$ cat config.mk
export PLATFORM = sky130hd
export DESIGN_NAME = stream_substring_replace_flat
export DESIGN_NICKNAME = d
export VERILOG_FILES = /design/src/ssr_pkg.sv /design/src/ssr_in_if.sv /design/src/ssr_out_if.sv /design/src/stream_substring_replace.sv /design/src/flat_wrapper.sv
export SDC_FILE = /design/constraint.sdc
export NUM_CORES = 1
export LEC_CHECK = 0
export BUFFER_PORTS_ARGS = -buffer_cell sky130_fd_sc_hd__buf_2
export CAP_MARGIN = 0
export CORE_ASPECT_RATIO = 1.1
export CORE_MARGIN = 2
export CORE_UTILIZATION = 38
export DETAILED_ROUTE_END_ITERATION = 10
export PLACE_DENSITY = 0.63
export REMOVE_ABC_BUFFERS = 1
export SYNTH_ARGS = -nofsm -noshare
export SYNTH_HDL_FRONTEND = slang
export SYNTH_SLANG_ARGS = --single-unit
$ cat constraint.sdc
create_clock -name clk -period 4.8 [get_ports clk]
set_input_delay 0.24 -clock clk [delete_from_list [all_inputs] [get_ports clk]]
set_output_delay 0.24 -clock clk [all_outputs]
set_load 0.1 [all_outputs]
$ cat src/ssr_pkg.sv
`default_nettype none

package ssr_pkg;

	localparam int unsigned MAX_PATTERN = 8;
	localparam int unsigned BYTE_W      = 8;
	localparam int unsigned PAT_W       = MAX_PATTERN * BYTE_W;
	localparam int unsigned LEN_W       = 4;
	localparam int unsigned CNT_W       = $clog2(MAX_PATTERN + 1);
	localparam int unsigned IDX_W       = $clog2(MAX_PATTERN);
	localparam int unsigned CFG_IDX_W   = 2;
	localparam int unsigned CFG_DATA_W  = PAT_W;

	typedef logic [BYTE_W-1:0] byte_t;

	// Configuration register indexes.
	localparam logic [CFG_IDX_W-1:0] REG_PATTERN = CFG_IDX_W'(0);
	localparam logic [CFG_IDX_W-1:0] REG_LENGTH  = CFG_IDX_W'(1);
	localparam logic [CFG_IDX_W-1:0] REG_REPL    = CFG_IDX_W'(2);

	// Register values after reset: pattern "++", length two, replacement '^'.
	localparam logic [PAT_W-1:0]  RST_PATTERN = PAT_W'(64'd11051);
	localparam logic [LEN_W-1:0]  RST_LENGTH  = LEN_W'(2);
	localparam byte_t             RST_REPL    = BYTE_W'(94);

	typedef enum logic [1:0] {
		ST_IDLE,
		ST_RUN,
		ST_FLUSH,
		ST_DONE
	} state_t;

endpackage

`default_nettype wire

$ cat src/ssr_in_if.sv
`default_nettype none

interface ssr_in_if;
	logic          valid;
	logic          ready;
	ssr_pkg::byte_t in_byte;
	logic          line_end;

	modport source (output valid, output in_byte, output line_end, input ready);
	modport sink (input valid, input in_byte, input line_end, output ready);
endinterface

`default_nettype wire

$ cat src/ssr_out_if.sv
`default_nettype none

interface ssr_out_if;
	logic          valid;
	logic          ready;
	ssr_pkg::byte_t out_byte;
	logic          has_byte;
	logic          out_line_end;
	logic          last_of_run;

	modport source (output valid, output out_byte, output has_byte, output out_line_end,
		output last_of_run, input ready);
	modport sink (input valid, input out_byte, input has_byte, input out_line_end,
		input last_of_run, output ready);
endinterface

`default_nettype wire

$ cat src/stream_substring_replace.sv
`default_nettype none

// Streaming substring replacement. Text enters one byte per beat on rx, with line_end
// marking the last byte of a line. Every leftmost, non-overlapping occurrence of the
// configured pattern (one to eight bytes, first byte in the low bits of register 0,
// length in register 1) is replaced by the single byte of register 2; a length of zero
// disables matching and a length above eight acts as eight. The replacement byte stays
// at the head of the pending window and can take part in a further match, except when
// a one-byte pattern equals its replacement, in which case it is emitted once. Results
// leave on tx one byte per beat; last_of_run marks the final beat caused by an input
// beat, and out_line_end the final beat of a line. A line end that leaves nothing to
// emit produces one empty beat with has_byte low. An input beat that emits nothing and
// ends no line produces no beat at all. One input beat is handled at a time by a small
// sequencer that drives a single window compare and shift unit: it takes the beat, then
// runs the matching loop step by step (each emitted byte and each replacement is one
// step, plus one step that decides the window may wait or finds it empty), then closes
// the item. A line end that flushes a waiting prefix adds one more step that finds the
// flushed window empty. Loop steps and the closing step wait while tx is stalled.
// Registers should be written only while the block is idle.
module stream_substring_replace (
	input  wire logic                            clk,
	input  wire logic                            arst_n,
	input  wire logic                            cfg_we,
	input  wire logic [ssr_pkg::CFG_IDX_W-1:0]   cfg_index,
	input  wire logic [ssr_pkg::CFG_DATA_W-1:0]  cfg_data,
	ssr_in_if.sink                               rx,
	ssr_out_if.source                            tx
);

	localparam int unsigned MAXP = ssr_pkg::MAX_PATTERN;
	localparam int unsigned BW   = ssr_pkg::BYTE_W;
	localparam int unsigned CW   = ssr_pkg::CNT_W;
	localparam int unsigned LW   = ssr_pkg::LEN_W;
	localparam int unsigned IW   = ssr_pkg::IDX_W;

	// Configuration registers.
	logic [ssr_pkg::PAT_W-1:0] pattern_q;
	logic [LW-1:0]             plen_q;
	ssr_pkg::byte_t            repl_q;

	always_ff @(posedge clk or negedge arst_n) begin
		if (!arst_n) begin
			pattern_q <= ssr_pkg::RST_PATTERN;
			plen_q    <= ssr_pkg::RST_LENGTH;
			repl_q    <= ssr_pkg::RST_REPL;
		end else if (cfg_we) begin
			unique case (cfg_index)
				ssr_pkg::REG_PATTERN: pattern_q <= cfg_data;
				ssr_pkg::REG_LENGTH:  plen_q    <= cfg_data[LW-1:0];
				ssr_pkg::REG_REPL:    repl_q    <= cfg_data[BW-1:0];
				default: ;
			endcase
		end
	end

	// Sequencer and window state.
	ssr_pkg::state_t state_q, state_d;
	ssr_pkg::byte_t  win_q [MAXP];
	ssr_pkg::byte_t  win_d [MAXP];
	logic [CW-1:0]   cnt_q, cnt_d;
	logic            eol_q, eol_d;

	// The most recent emitted byte is held back one step, so that it can be marked as
	// the last of its run once the loop is known to have finished.
	logic            hold_v_q, hold_v_d;
	ssr_pkg::byte_t  hold_q, hold_d;

	// Output register.
	logic            ov_q, ov_d;
	ssr_pkg::byte_t  ob_q, ob_d;
	logic            ohas_q, ohas_d;
	logic            ole_q, ole_d;
	logic            olast_q, olast_d;

	logic            out_free;
	logic [LW-1:0]   len_eff;
	logic [MAXP-1:0] eq;
	logic            full_ok, part_ok;
	logic            full_match, part_match, keep_once;

	assign out_free = !ov_q || tx.ready;

	// Window compare unit: every window entry against its pattern byte.
	always_comb begin
		len_eff = (plen_q > LW'(MAXP)) ? LW'(MAXP) : plen_q;
		full_ok = 1'b1;
		part_ok = 1'b1;
		for (int i = 0; i < MAXP; i++) begin
			eq[i] = (win_q[i] == pattern_q[i*BW +: BW]);
			if (LW'(i) < len_eff && !eq[i]) begin
				full_ok = 1'b0;
			end
			if (CW'(i) < cnt_q && !eq[i]) begin
				part_ok = 1'b0;
			end
		end
		full_match = (len_eff != '0) && (CW'(len_eff) <= cnt_q) && full_ok;
		part_match = (len_eff != '0) && (cnt_q < CW'(len_eff)) && part_ok;
		// A one-byte pattern equal to its replacement would match forever; it leaves the
		// window as an ordinary byte instead. The head byte then equals the replacement.
		keep_once  = (len_eff == LW'(1)) && (repl_q == pattern_q[BW-1:0]);
	end

	always_comb begin
		logic          do_pop;
		logic          do_repl;
		logic [LW:0]   sidx;

		state_d  = state_q;
		win_d    = win_q;
		cnt_d    = cnt_q;
		eol_d    = eol_q;
		hold_v_d = hold_v_q;
		hold_d   = hold_q;
		ov_d     = ov_q && !tx.ready;
		ob_d     = ob_q;
		ohas_d   = ohas_q;
		ole_d    = ole_q;
		olast_d  = olast_q;
		do_pop   = 1'b0;
		do_repl  = 1'b0;
		sidx     = '0;

		unique case (state_q)
			ssr_pkg::ST_IDLE: begin
				if (rx.valid) begin
					// The window never holds more than seven bytes between items.
					win_d[cnt_q[IW-1:0]] = rx.in_byte;
					cnt_d   = cnt_q + CW'(1);
					eol_d   = rx.line_end;
					state_d = ssr_pkg::ST_RUN;
				end
			end
			ssr_pkg::ST_RUN: begin
				if (out_free) begin
					priority if (cnt_q == '0) begin
						state_d = ssr_pkg::ST_DONE;
					end else if (full_match && !keep_once) begin
						do_repl = 1'b1;
					end else if (full_match) begin
						do_pop = 1'b1;
					end else if (part_match) begin
						state_d = eol_q ? ssr_pkg::ST_FLUSH : ssr_pkg::ST_DONE;
					end else begin
						do_pop = 1'b1;
					end
				end
			end
			ssr_pkg::ST_FLUSH: begin
				if (out_free) begin
					if (cnt_q == '0) begin
						state_d = ssr_pkg::ST_DONE;
					end else begin
						do_pop = 1'b1;
					end
				end
			end
			ssr_pkg::ST_DONE: begin
				if (out_free) begin
					if (hold_v_q) begin
						ov_d    = 1'b1;
						ob_d    = hold_q;
						ohas_d  = 1'b1;
						ole_d   = eol_q;
						olast_d = 1'b1;
					end else if (eol_q) begin
						ov_d    = 1'b1;
						ob_d    = '0;
						ohas_d  = 1'b0;
						ole_d   = 1'b1;
						olast_d = 1'b1;
					end
					hold_v_d = 1'b0;
					state_d  = ssr_pkg::ST_IDLE;
				end
			end
			default: state_d = ssr_pkg::ST_IDLE;
		endcase

		if (do_pop) begin
			if (hold_v_q) begin
				ov_d    = 1'b1;
				ob_d    = hold_q;
				ohas_d  = 1'b1;
				ole_d   = 1'b0;
				olast_d = 1'b0;
			end
			hold_d   = win_q[0];
			hold_v_d = 1'b1;
			for (int i = 0; i < MAXP - 1; i++) begin
				win_d[i] = win_q[i+1];
			end
			cnt_d = cnt_q - CW'(1);
		end

		if (do_repl) begin
			// The matched prefix collapses into the replacement byte at the head.
			win_d[0] = repl_q;
			for (int j = 1; j < MAXP; j++) begin
				sidx = (LW+1)'(j) + {1'b0, len_eff} - (LW+1)'(1);
				if (sidx < (LW+1)'(MAXP)) begin
					win_d[j] = win_q[sidx[IW-1:0]];
				end
			end
			cnt_d = cnt_q - CW'(len_eff) + CW'(1);
		end
	end

	always_ff @(posedge clk or negedge arst_n) begin
		if (!arst_n) begin
			state_q  <= ssr_pkg::ST_IDLE;
			cnt_q    <= '0;
			eol_q    <= 1'b0;
			hold_v_q <= 1'b0;
			ov_q     <= 1'b0;
		end else begin
			state_q  <= state_d;
			cnt_q    <= cnt_d;
			eol_q    <= eol_d;
			hold_v_q <= hold_v_d;
			ov_q     <= ov_d;
		end
	end

	always_ff @(posedge clk) begin
		win_q   <= win_d;
		hold_q  <= hold_d;
		ob_q    <= ob_d;
		ohas_q  <= ohas_d;
		ole_q   <= ole_d;
		olast_q <= olast_d;
	end

	assign rx.ready        = (state_q == ssr_pkg::ST_IDLE);
	assign tx.valid        = ov_q;
	assign tx.out_byte     = ob_q;
	assign tx.has_byte     = ohas_q;
	assign tx.out_line_end = ole_q;
	assign tx.last_of_run  = olast_q;

`ifndef SYNTH
	// Between items the window must leave room for the next byte.
	a_window_room: assert property (@(posedge clk) disable iff (!arst_n)
		state_q == ssr_pkg::ST_IDLE |-> cnt_q < CW'(MAXP))
		else $error("window full while waiting for input");

	// No emitted byte may be left behind once an item is finished.
	a_hold_empty_idle: assert property (@(posedge clk) disable iff (!arst_n)
		state_q == ssr_pkg::ST_IDLE |-> !hold_v_q)
		else $error("held byte lost at end of item");

	// An empty beat only ever closes a line.
	a_empty_is_eol: assert property (@(posedge clk) disable iff (!arst_n)
		ov_q && !ohas_q |-> ole_q && olast_q)
		else $error("empty beat that does not end a line");

	// The end of a line is always the end of a run.
	a_eol_is_last: assert property (@(posedge clk) disable iff (!arst_n)
		ov_q && ole_q |-> olast_q)
		else $error("line end on a beat that is not last of its run");
`endif

endmodule

`default_nettype wire
$ cat src/flat_wrapper.sv
// flat-port wrapper written by rule: the top's interface ports become plain ports
module stream_substring_replace_flat 
  (clk, arst_n, cfg_we, cfg_index, cfg_data, rx_valid, rx_in_byte, rx_line_end, rx_ready, tx_valid, tx_out_byte, tx_has_byte, tx_out_line_end, tx_last_of_run, tx_ready);
  ssr_in_if rx_i ();
  ssr_out_if tx_i ();
  input  wire logic clk;
  input  wire logic arst_n;
  input  wire logic cfg_we;
  input  wire logic [ssr_pkg::CFG_IDX_W-1:0] cfg_index;
  input  wire logic [ssr_pkg::CFG_DATA_W-1:0] cfg_data;
  input wire logic [$bits(rx_i.valid)-1:0] rx_valid;
  input wire logic [$bits(rx_i.in_byte)-1:0] rx_in_byte;
  input wire logic [$bits(rx_i.line_end)-1:0] rx_line_end;
  output wire logic [$bits(rx_i.ready)-1:0] rx_ready;
  output wire logic [$bits(tx_i.valid)-1:0] tx_valid;
  output wire logic [$bits(tx_i.out_byte)-1:0] tx_out_byte;
  output wire logic [$bits(tx_i.has_byte)-1:0] tx_has_byte;
  output wire logic [$bits(tx_i.out_line_end)-1:0] tx_out_line_end;
  output wire logic [$bits(tx_i.last_of_run)-1:0] tx_last_of_run;
  input wire logic [$bits(tx_i.ready)-1:0] tx_ready;
  assign rx_i.valid = rx_valid;
  assign rx_i.in_byte = rx_in_byte;
  assign rx_i.line_end = rx_line_end;
  assign rx_ready = rx_i.ready;
  assign tx_valid = tx_i.valid;
  assign tx_out_byte = tx_i.out_byte;
  assign tx_has_byte = tx_i.has_byte;
  assign tx_out_line_end = tx_i.out_line_end;
  assign tx_last_of_run = tx_i.last_of_run;
  assign tx_i.ready = tx_ready;
  stream_substring_replace u_core (.clk(clk), .arst_n(arst_n), .cfg_we(cfg_we), .cfg_index(cfg_index), .cfg_data(cfg_data), .rx(rx_i), .tx(tx_i));
endmodule
Yosys cells after proc, flatten, opt, wreduce, memory -nomap -nowiden:

Index checks and enable logic that the tools add are counted.

* word-level logic and storage cells: 268
* register bits after elaboration: 168
* output and inout port bits: 13
* bits of input ports: 80

* bitwise operators: 8
* order comparisons: 35
* add/subtract/negate cells: 18
* multiplexer cells: 112
* reduce and logical (&&, ||, !) cells: 51
* eq/ne operators: 23

Operators with widths (number)
* $mux W8: 28
* $mux W64: 3
* $bmux W8 S3: 7
* $eq A8 B8 Y1: 9
* $bwmux W64: 1
* $mux W56: 1
* $mux W1: 55
* $lt A5 B4 Y1 const B: 7
* $sub A5 B1 Y5 const B: 7
* $ge A4 B4 Y1 const B: 8
* $lt A3 B4 Y1 const A: 8
* $not A3 Y4: 8
* $demux W8 S3: 1
* $logic_and A1 B1 Y1: 24
* $add A3 B4 Y5 const A: 4
* $mux W4: 5
* $mux W2: 9
* $lt A1 B4 Y1 const A: 4
* $lt A2 B4 Y1 const A: 4
* $reduce_and A2 Y1: 6
* $logic_not A1 Y1: 11
* $add A2 B4 Y5 const A: 2
* $add A4 B1 Y4 const B: 2
* $ne A2 B1 Y1 const B: 4
* 23 further kinds: 29

Logic depth before layout (Yosys ltp):

* depth after elaboration: 21
* depth in mapped cells: 19
* mapped depth without buffers: 15

Worst setup path after synthesis:

Ideal clock, no wire load.

* kind: flip-flop to flip-flop
* start: register u_core.plen_q[3]
* end: register u_core.win_q[56] (netlist bit) (enable)
* slack: 0.739 ns
* period minus slack after synthesis: 4.061 ns
* cell stages (with the launch flop): 17
* arrival time: 3.778 ns
* path buffers: 3
* cells stage by stage: dfrtp_1 > buf_2 > nor2_2 > inv_2 > buf_1 > ha_1 > inv_1 > ha_1 > a211oi_1 > o22ai_1 > a222oi_1 > nand4b_1 > o2bb2ai_1 > or2_1 > buf_2 > inv_2 > or3b_2

* word-level cells in the longest chain between the ends: 20

RTL lines
* start: declaration: RTL line stream_substring_replace.sv:38 `logic [LW-1:0] plen_q;`
* start signal: assignment: RTL line stream_substring_replace.sv:44 `plen_q <= ssr_pkg::RST_LENGTH;`
* start signal: assignment: RTL line stream_substring_replace.sv:49 `ssr_pkg::REG_LENGTH: plen_q <= cfg_data[LW-1:0];`
* $gt A4 B4 Y1: RTL line stream_substring_replace.sv:85 `len_eff = (plen_q > LW'(MAXP)) ? LW'(MAXP) : plen_q;`
* $mux W4 (*): RTL line stream_substring_replace.sv:85
* $lt A1 B4 Y1: RTL line stream_substring_replace.sv:90 `if (LW'(i) < len_eff && !eq[i]) begin`
* $logic_and A1 B1 Y1: RTL line stream_substring_replace.sv:90
* $mux W1 (8 in a row): RTL line stream_substring_replace.sv:90
* $logic_and A1 B1 Y1: RTL line stream_substring_replace.sv:97 `full_match = (len_eff != '0) && (CW'(len_eff) <= cnt_q) && full_ok;`
* $mux W1 / $logic_and A1 B1 Y1 (equally long branches): RTL line stream_substring_replace.sv:140, stream_substring_replace.sv:138
* $mux W1: RTL line stream_substring_replace.sv:138 `end else if (full_match && !keep_once) begin`
* $mux W1: RTL line stream_substring_replace.sv:136 `priority if (cnt_q == '0) begin`
* $mux W1: RTL line stream_substring_replace.sv:135 `if (out_free) begin`
* $pmux W1 S2 / $mux W1 (equally long branches): RTL line stream_substring_replace.sv:124 `unique case (state_q)`
* $reduce_bool A3 Y1 (no source line)
* $reduce_and A2 Y1 (no source line) (*)
* end signal: assignment: RTL line stream_substring_replace.sv:226 `win_q <= win_d;`
* end: declaration: RTL line stream_substring_replace.sv:58 `ssr_pkg::byte_t win_q [MAXP];`

Every way passes the cells marked *; elsewhere a longest branch is shown, timed or not.
A chain may end at the register's enable or synchronous reset.

Worst setup path after layout:

* start: register u_core.plen_q[3]
* end: register u_core.ob_q[7] (netlist: u_core.tx.out_byte[7])

* word-level cells in the longest chain between the ends: 19

RTL lines
* $gt A4 B4 Y1: RTL line stream_substring_replace.sv:85
* $mux W4 (*): RTL line stream_substring_replace.sv:85
* $lt A1 B4 Y1: RTL line stream_substring_replace.sv:90
* $logic_and A1 B1 Y1: RTL line stream_substring_replace.sv:90
* $mux W1 (8 in a row): RTL line stream_substring_replace.sv:90
* $logic_and A1 B1 Y1: RTL line stream_substring_replace.sv:97
* $mux W1 / $logic_and A1 B1 Y1 (equally long branches): RTL line stream_substring_replace.sv:140, stream_substring_replace.sv:138
* $mux W1 (*): RTL line stream_substring_replace.sv:138
* $mux W1 (*): RTL line stream_substring_replace.sv:136
* $mux W1 (*): RTL line stream_substring_replace.sv:135
* $pmux W1 S2 (*): RTL line stream_substring_replace.sv:124
* $mux W8 (*): RTL line stream_substring_replace.sv:180 `if (do_pop) begin`
* via u_core.ob_d[7]: RTL line stream_substring_replace.sv:70 `ssr_pkg::byte_t ob_q, ob_d;`
* end signal: assignment: RTL line stream_substring_replace.sv:228 `ob_q <= ob_d;`
* end: declaration: RTL line stream_substring_replace.sv:70

Mark *: on every way through the listed nets, which the timed path passes. The rest lies on a longest branch.

==> flow_metrics.py <==
metrics = {
    "run_status": {
        "status": "completed",
    },
    "layout": {
        "finalNonFillerCells": 1494,
        "drive_gt1_share_pct": 30.68,
        "finish.utilization_pct": 44.18,
        "syn2layout_area_growth_pct": 13.74,
        "fin_nets": 1219,
        "n_antenna_cell": 0,
    },
    "cts": {
        "post_cts.repair.setup_buffers": 0,
        "htreeDepth": 4,
        "clockBufferDepth": 2,
        "clk_pin_slew_ns": 0.08,
        "clkLatencyLatePin_ns": 0.44,
        "ctsHoldBuffers": 1,
        "cts.repair.resized": 0,
        "cts_tree": "built",
        "cts_made_buffers": 17,
        "cts-root-buf": "clkbuf_16",
        "clock_sinks": 168,
    },
    "synth": {
        "synth.cell_area_um2": 10860,
        "synth_top_area_share_pct": 16.37,
        "async_flop_share_pct": 50.60,
        "avgSynthCellArea_um2": 10.39,
        "yosys_warnings": 0,
        "synthTopCellsByArea": "dfrtp_1 (16%), mux2_2 (13%), dfxtp_1 (12%)",
        "synth_top_area_cell": "dfrtp_1",
        "synth.distinct_cells": 64,
        "synthCells": 1045,
        "ys_ff_latch": 168,
        "synth_edf_count": 16,
        "seq_area_frac_synth_pct": 36.53,
        "yosys-top-cells-count": "mux2i_1 (131), mux2_2 (124), o21ai_0 (118), nand2_1 (98), dfrtp_1 (71)",
        "yosysMostFrequentCell": "mux2i_1",
        "synth_ff_type": "dfrtp_1",
    },
    "timing": {
        "min_period_ns": 4.024,
        "finalHoldViolations": 0,
        "clock_skew_ns": 0.009132,
        "maxSlewViolCount": 0,
        "grt_setup_unrepaired": "false",
        "fmax_mhz": 248.5,
        "slew_headroom_pct": 31.50,
        "worstMarginPinSlew_ns": 1.018,
        "setup_viol": 0,
        "period_share_pct": 83.84,
    },
    "die": {
        "die_h_um": 181.3,
        "initial_utilization_pct": 38.85,
        "core_area_um2": 27950,
        "die_width_um": 165.2,
        "dieArea_um2": 29940,
        "ios": 93,
        "num_rows": 64,
    },
    "placed_design": {
        "dpl.hpwl_um": 22580,
        "io_buffers": 92,
        "post-place-cells": 1461,
        "gp_congestion": 0.9052,
    },
    "worst_hold_path": {
        "hold_path_class": "input pin to flip-flop",
    },
    "detailed_routing": {
        "drtAntennaViolNets": 0,
        "drt_iter0_drc": 884,
        "first_pass_iters": 5,
        "viasPerCell": 5.822,
        "wl_um": 32710,
        "dr_total_vias": 8698,
        "post-route-drc-count": 0,
        "wire_per_inst_um": 21.89,
    },
    "critical_path": {
        "cp-end-kind": "flip-flop",
        "reg2reg_slack_ns": 0.78,
        "cp.arrival_ns": 4.41,
        "cp.required_ns": 5.19,
        "cp-start-kind": "flip-flop",
        "crit_type": "flip-flop to flip-flop",
        "critPathMostFrequentCell": "buf_4",
        "max_stage_delay_ns": 0.64,
        "crit_path_top_delay_cell": "dfrtp_1",
        "path_cells": "nand2b_1 -> clkinv_1 -> ha_1 -> nand3_1 -> a21oi_2 -> o22ai_1 -> o311ai_0 -> a2111oi_2 -> o2bb2ai_2 -> buf_4 -> o21ai_0 -> buf_4 -> nand2_1 -> o221a_2",
        "worstPathMaxFanout": 50,
    },
    "run": {
        "maxCapViolations": 0,
    },
    "grt": {
        "antenna_found_initial": 0,
        "gr-total-overflow": 0,
        "grtUsageTotal_pct": 22.35,
        "grt_pass1_wl_um": 51040,
        "grt_max_degree": 65,
        "grt_pass1_vias": 8642,
    },
    "pwr": {
        "p_leak_uw": 0.005071,
        "power_density_nw_per_um2": 692.6,
        "ir_worst_vdd_mv": 0.4959,
    },
}
==> cells by family (layout without fill, tap and decap cells) <==
logic type | count (synthesis) | count (layout) | synth area share (%)
buffers and inverters | 93 | 179 | 3.619
DFF | 168 | 168 | 36.53
AOI/OAI and AO/OA | 202 | 202 | 11.19
and+or+nand+nor | 195 | 195 | 8.217
xor gates and xnor gates | 79 | 79 | 6.373
muxes | 287 | 287 | 31.58
adders and majority gates | 21 | 21 | 2.489
==> stage by stage <==
step                      setup TNS [ns]  hold WS [ns]  setup slack, ns  cell area [um2]  total power [uW]
after global routing                   0       0.02911           0.4531            12350              9092
after global placement                 0        0.2546           0.9833            11730              6983
after detailed placement               0        0.2575           0.8815            11730              7051
after CTS                              0       0.01456           0.7609            12350              8520
after floorplan                  -264.29      -0.05559           -3.000            10560              5788
final                                  0       0.02723           0.7758            12350              8553
==> state kept, by name, indices dropped and copies added (netlist names) <==
register and count:
u_core.eol_q 1, u_core.tx.out_line_end 1, u_core.hold_v_q 1, u_core.state_q 2, u_core.tx.has_byte 1, u_core.pattern_q 64
u_core.hold_q 8, u_core.cnt_q 4, u_core.tx.out_byte 8, u_core.win_q 64, u_core.tx.valid 1, u_core.plen_q 4
u_core.tx.last_of_run 1, u_core.repl_q 8
==> layout by cell type, fill, tap and decap left out, drive strengths merged, types with 4 or more instances in the layout <==
| cell type | Yosys | routed |
|---|---|---|
| o211ai | 7 | 7 |
| nand2b | 6 | 6 |
| clkinv | 2 | 6 |
| xor2 | 53 | 53 |
| a31oi | 5 | 5 |
| o221ai | 7 | 7 |
| dfrtp | 71 | 71 |
| clkbuf | 38 | 17 |
| xnor2 | 26 | 26 |
| mux2 | 124 | 124 |
| nor4 | 15 | 15 |
| a21oi | 23 | 23 |
| buf | 29 | 120 |
| o221a | 7 | 7 |
| or2 | 4 | 4 |
| ha | 20 | 20 |
| dfxtp | 67 | 67 |
| nand2 | 98 | 98 |
| mux4 | 32 | 32 |
| edfxtp | 16 | 16 |
| nand3 | 10 | 10 |
| nor3 | 9 | 9 |
| a21o | 10 | 10 |
| nor2 | 32 | 32 |
| nand4 | 6 | 6 |
| inv | 24 | 32 |
| dfstp | 14 | 14 |
| mux2i | 131 | 131 |
| o21ai | 124 | 124 |
==> cell type report <==
class / instances / area [um2]
multi-input cells: 784 / 6526
inverters: 26 / 97.59
clock inverters: 15 / 182.7
well taps: 363 / 454.2
clock buffers: 17 / 425.4
fillers: 2633 / 15600
flip-flops and latches: 168 / 3966
repair buffers: 121 / 695.7
==> routing by layer <==
| metal | vias to the layer above | GRT usage, % | wire, um |
|---|---|---|---|
| li1 | 3964 | - | - |
| met1 | 4265 | 30.79 | 14130 |
| met2 | 379 | 34.47 | 14740 |
| met3 | 90 | 3.880 | 2427 |
| met4 | 0 | 9.426 | 1404 |
| met5 | - | 0 | 0 |
==> where the power goes <==
part	total, uW	internal (uW)	switching, uW	leakage (uW)
Clock	1450	750	696	0.000291
Sequential	2830	2040	790	0.00170
Combinational	4280	1890	2390	0.00308
Total	8550	4680	3880	0.00507
==> path summary, 6_finish.rpt <==
| path | from | end | cells past startpoint |
|---|---|---|---|
| worst max-delay path | u_core.plen_q[3] | u_core.tx.out_byte[7] | 14 |
| worst min-delay path | cfg_data[35] | u_core.pattern_q[35] | 2 |
| worst max register to register | u_core.plen_q[3] | u_core.tx.out_byte[7] | 14 |
| worst min register to register | u_core.tx.has_byte | u_core.tx.has_byte | 2 |
| max in group asynchronous | arst_n | u_core.pattern_q[46] | 3 |
| min in group asynchronous | arst_n | u_core.state_q[0] | 2 |
==> worst max-delay path: cells and delay by family (launching register included) <==
kind | cells | cell delay (ns)
AO/OA/AOI/OAI | 7 | 1.55
flip-flops | 1 | 0.64
buffers and inverters | 3 | 0.82
adder cells (fa/ha/maj) | 1 | 0.33
AND/OR/NAND/NOR | 3 | 0.61
Note: power is estimated with default switching activity, not from simulation.
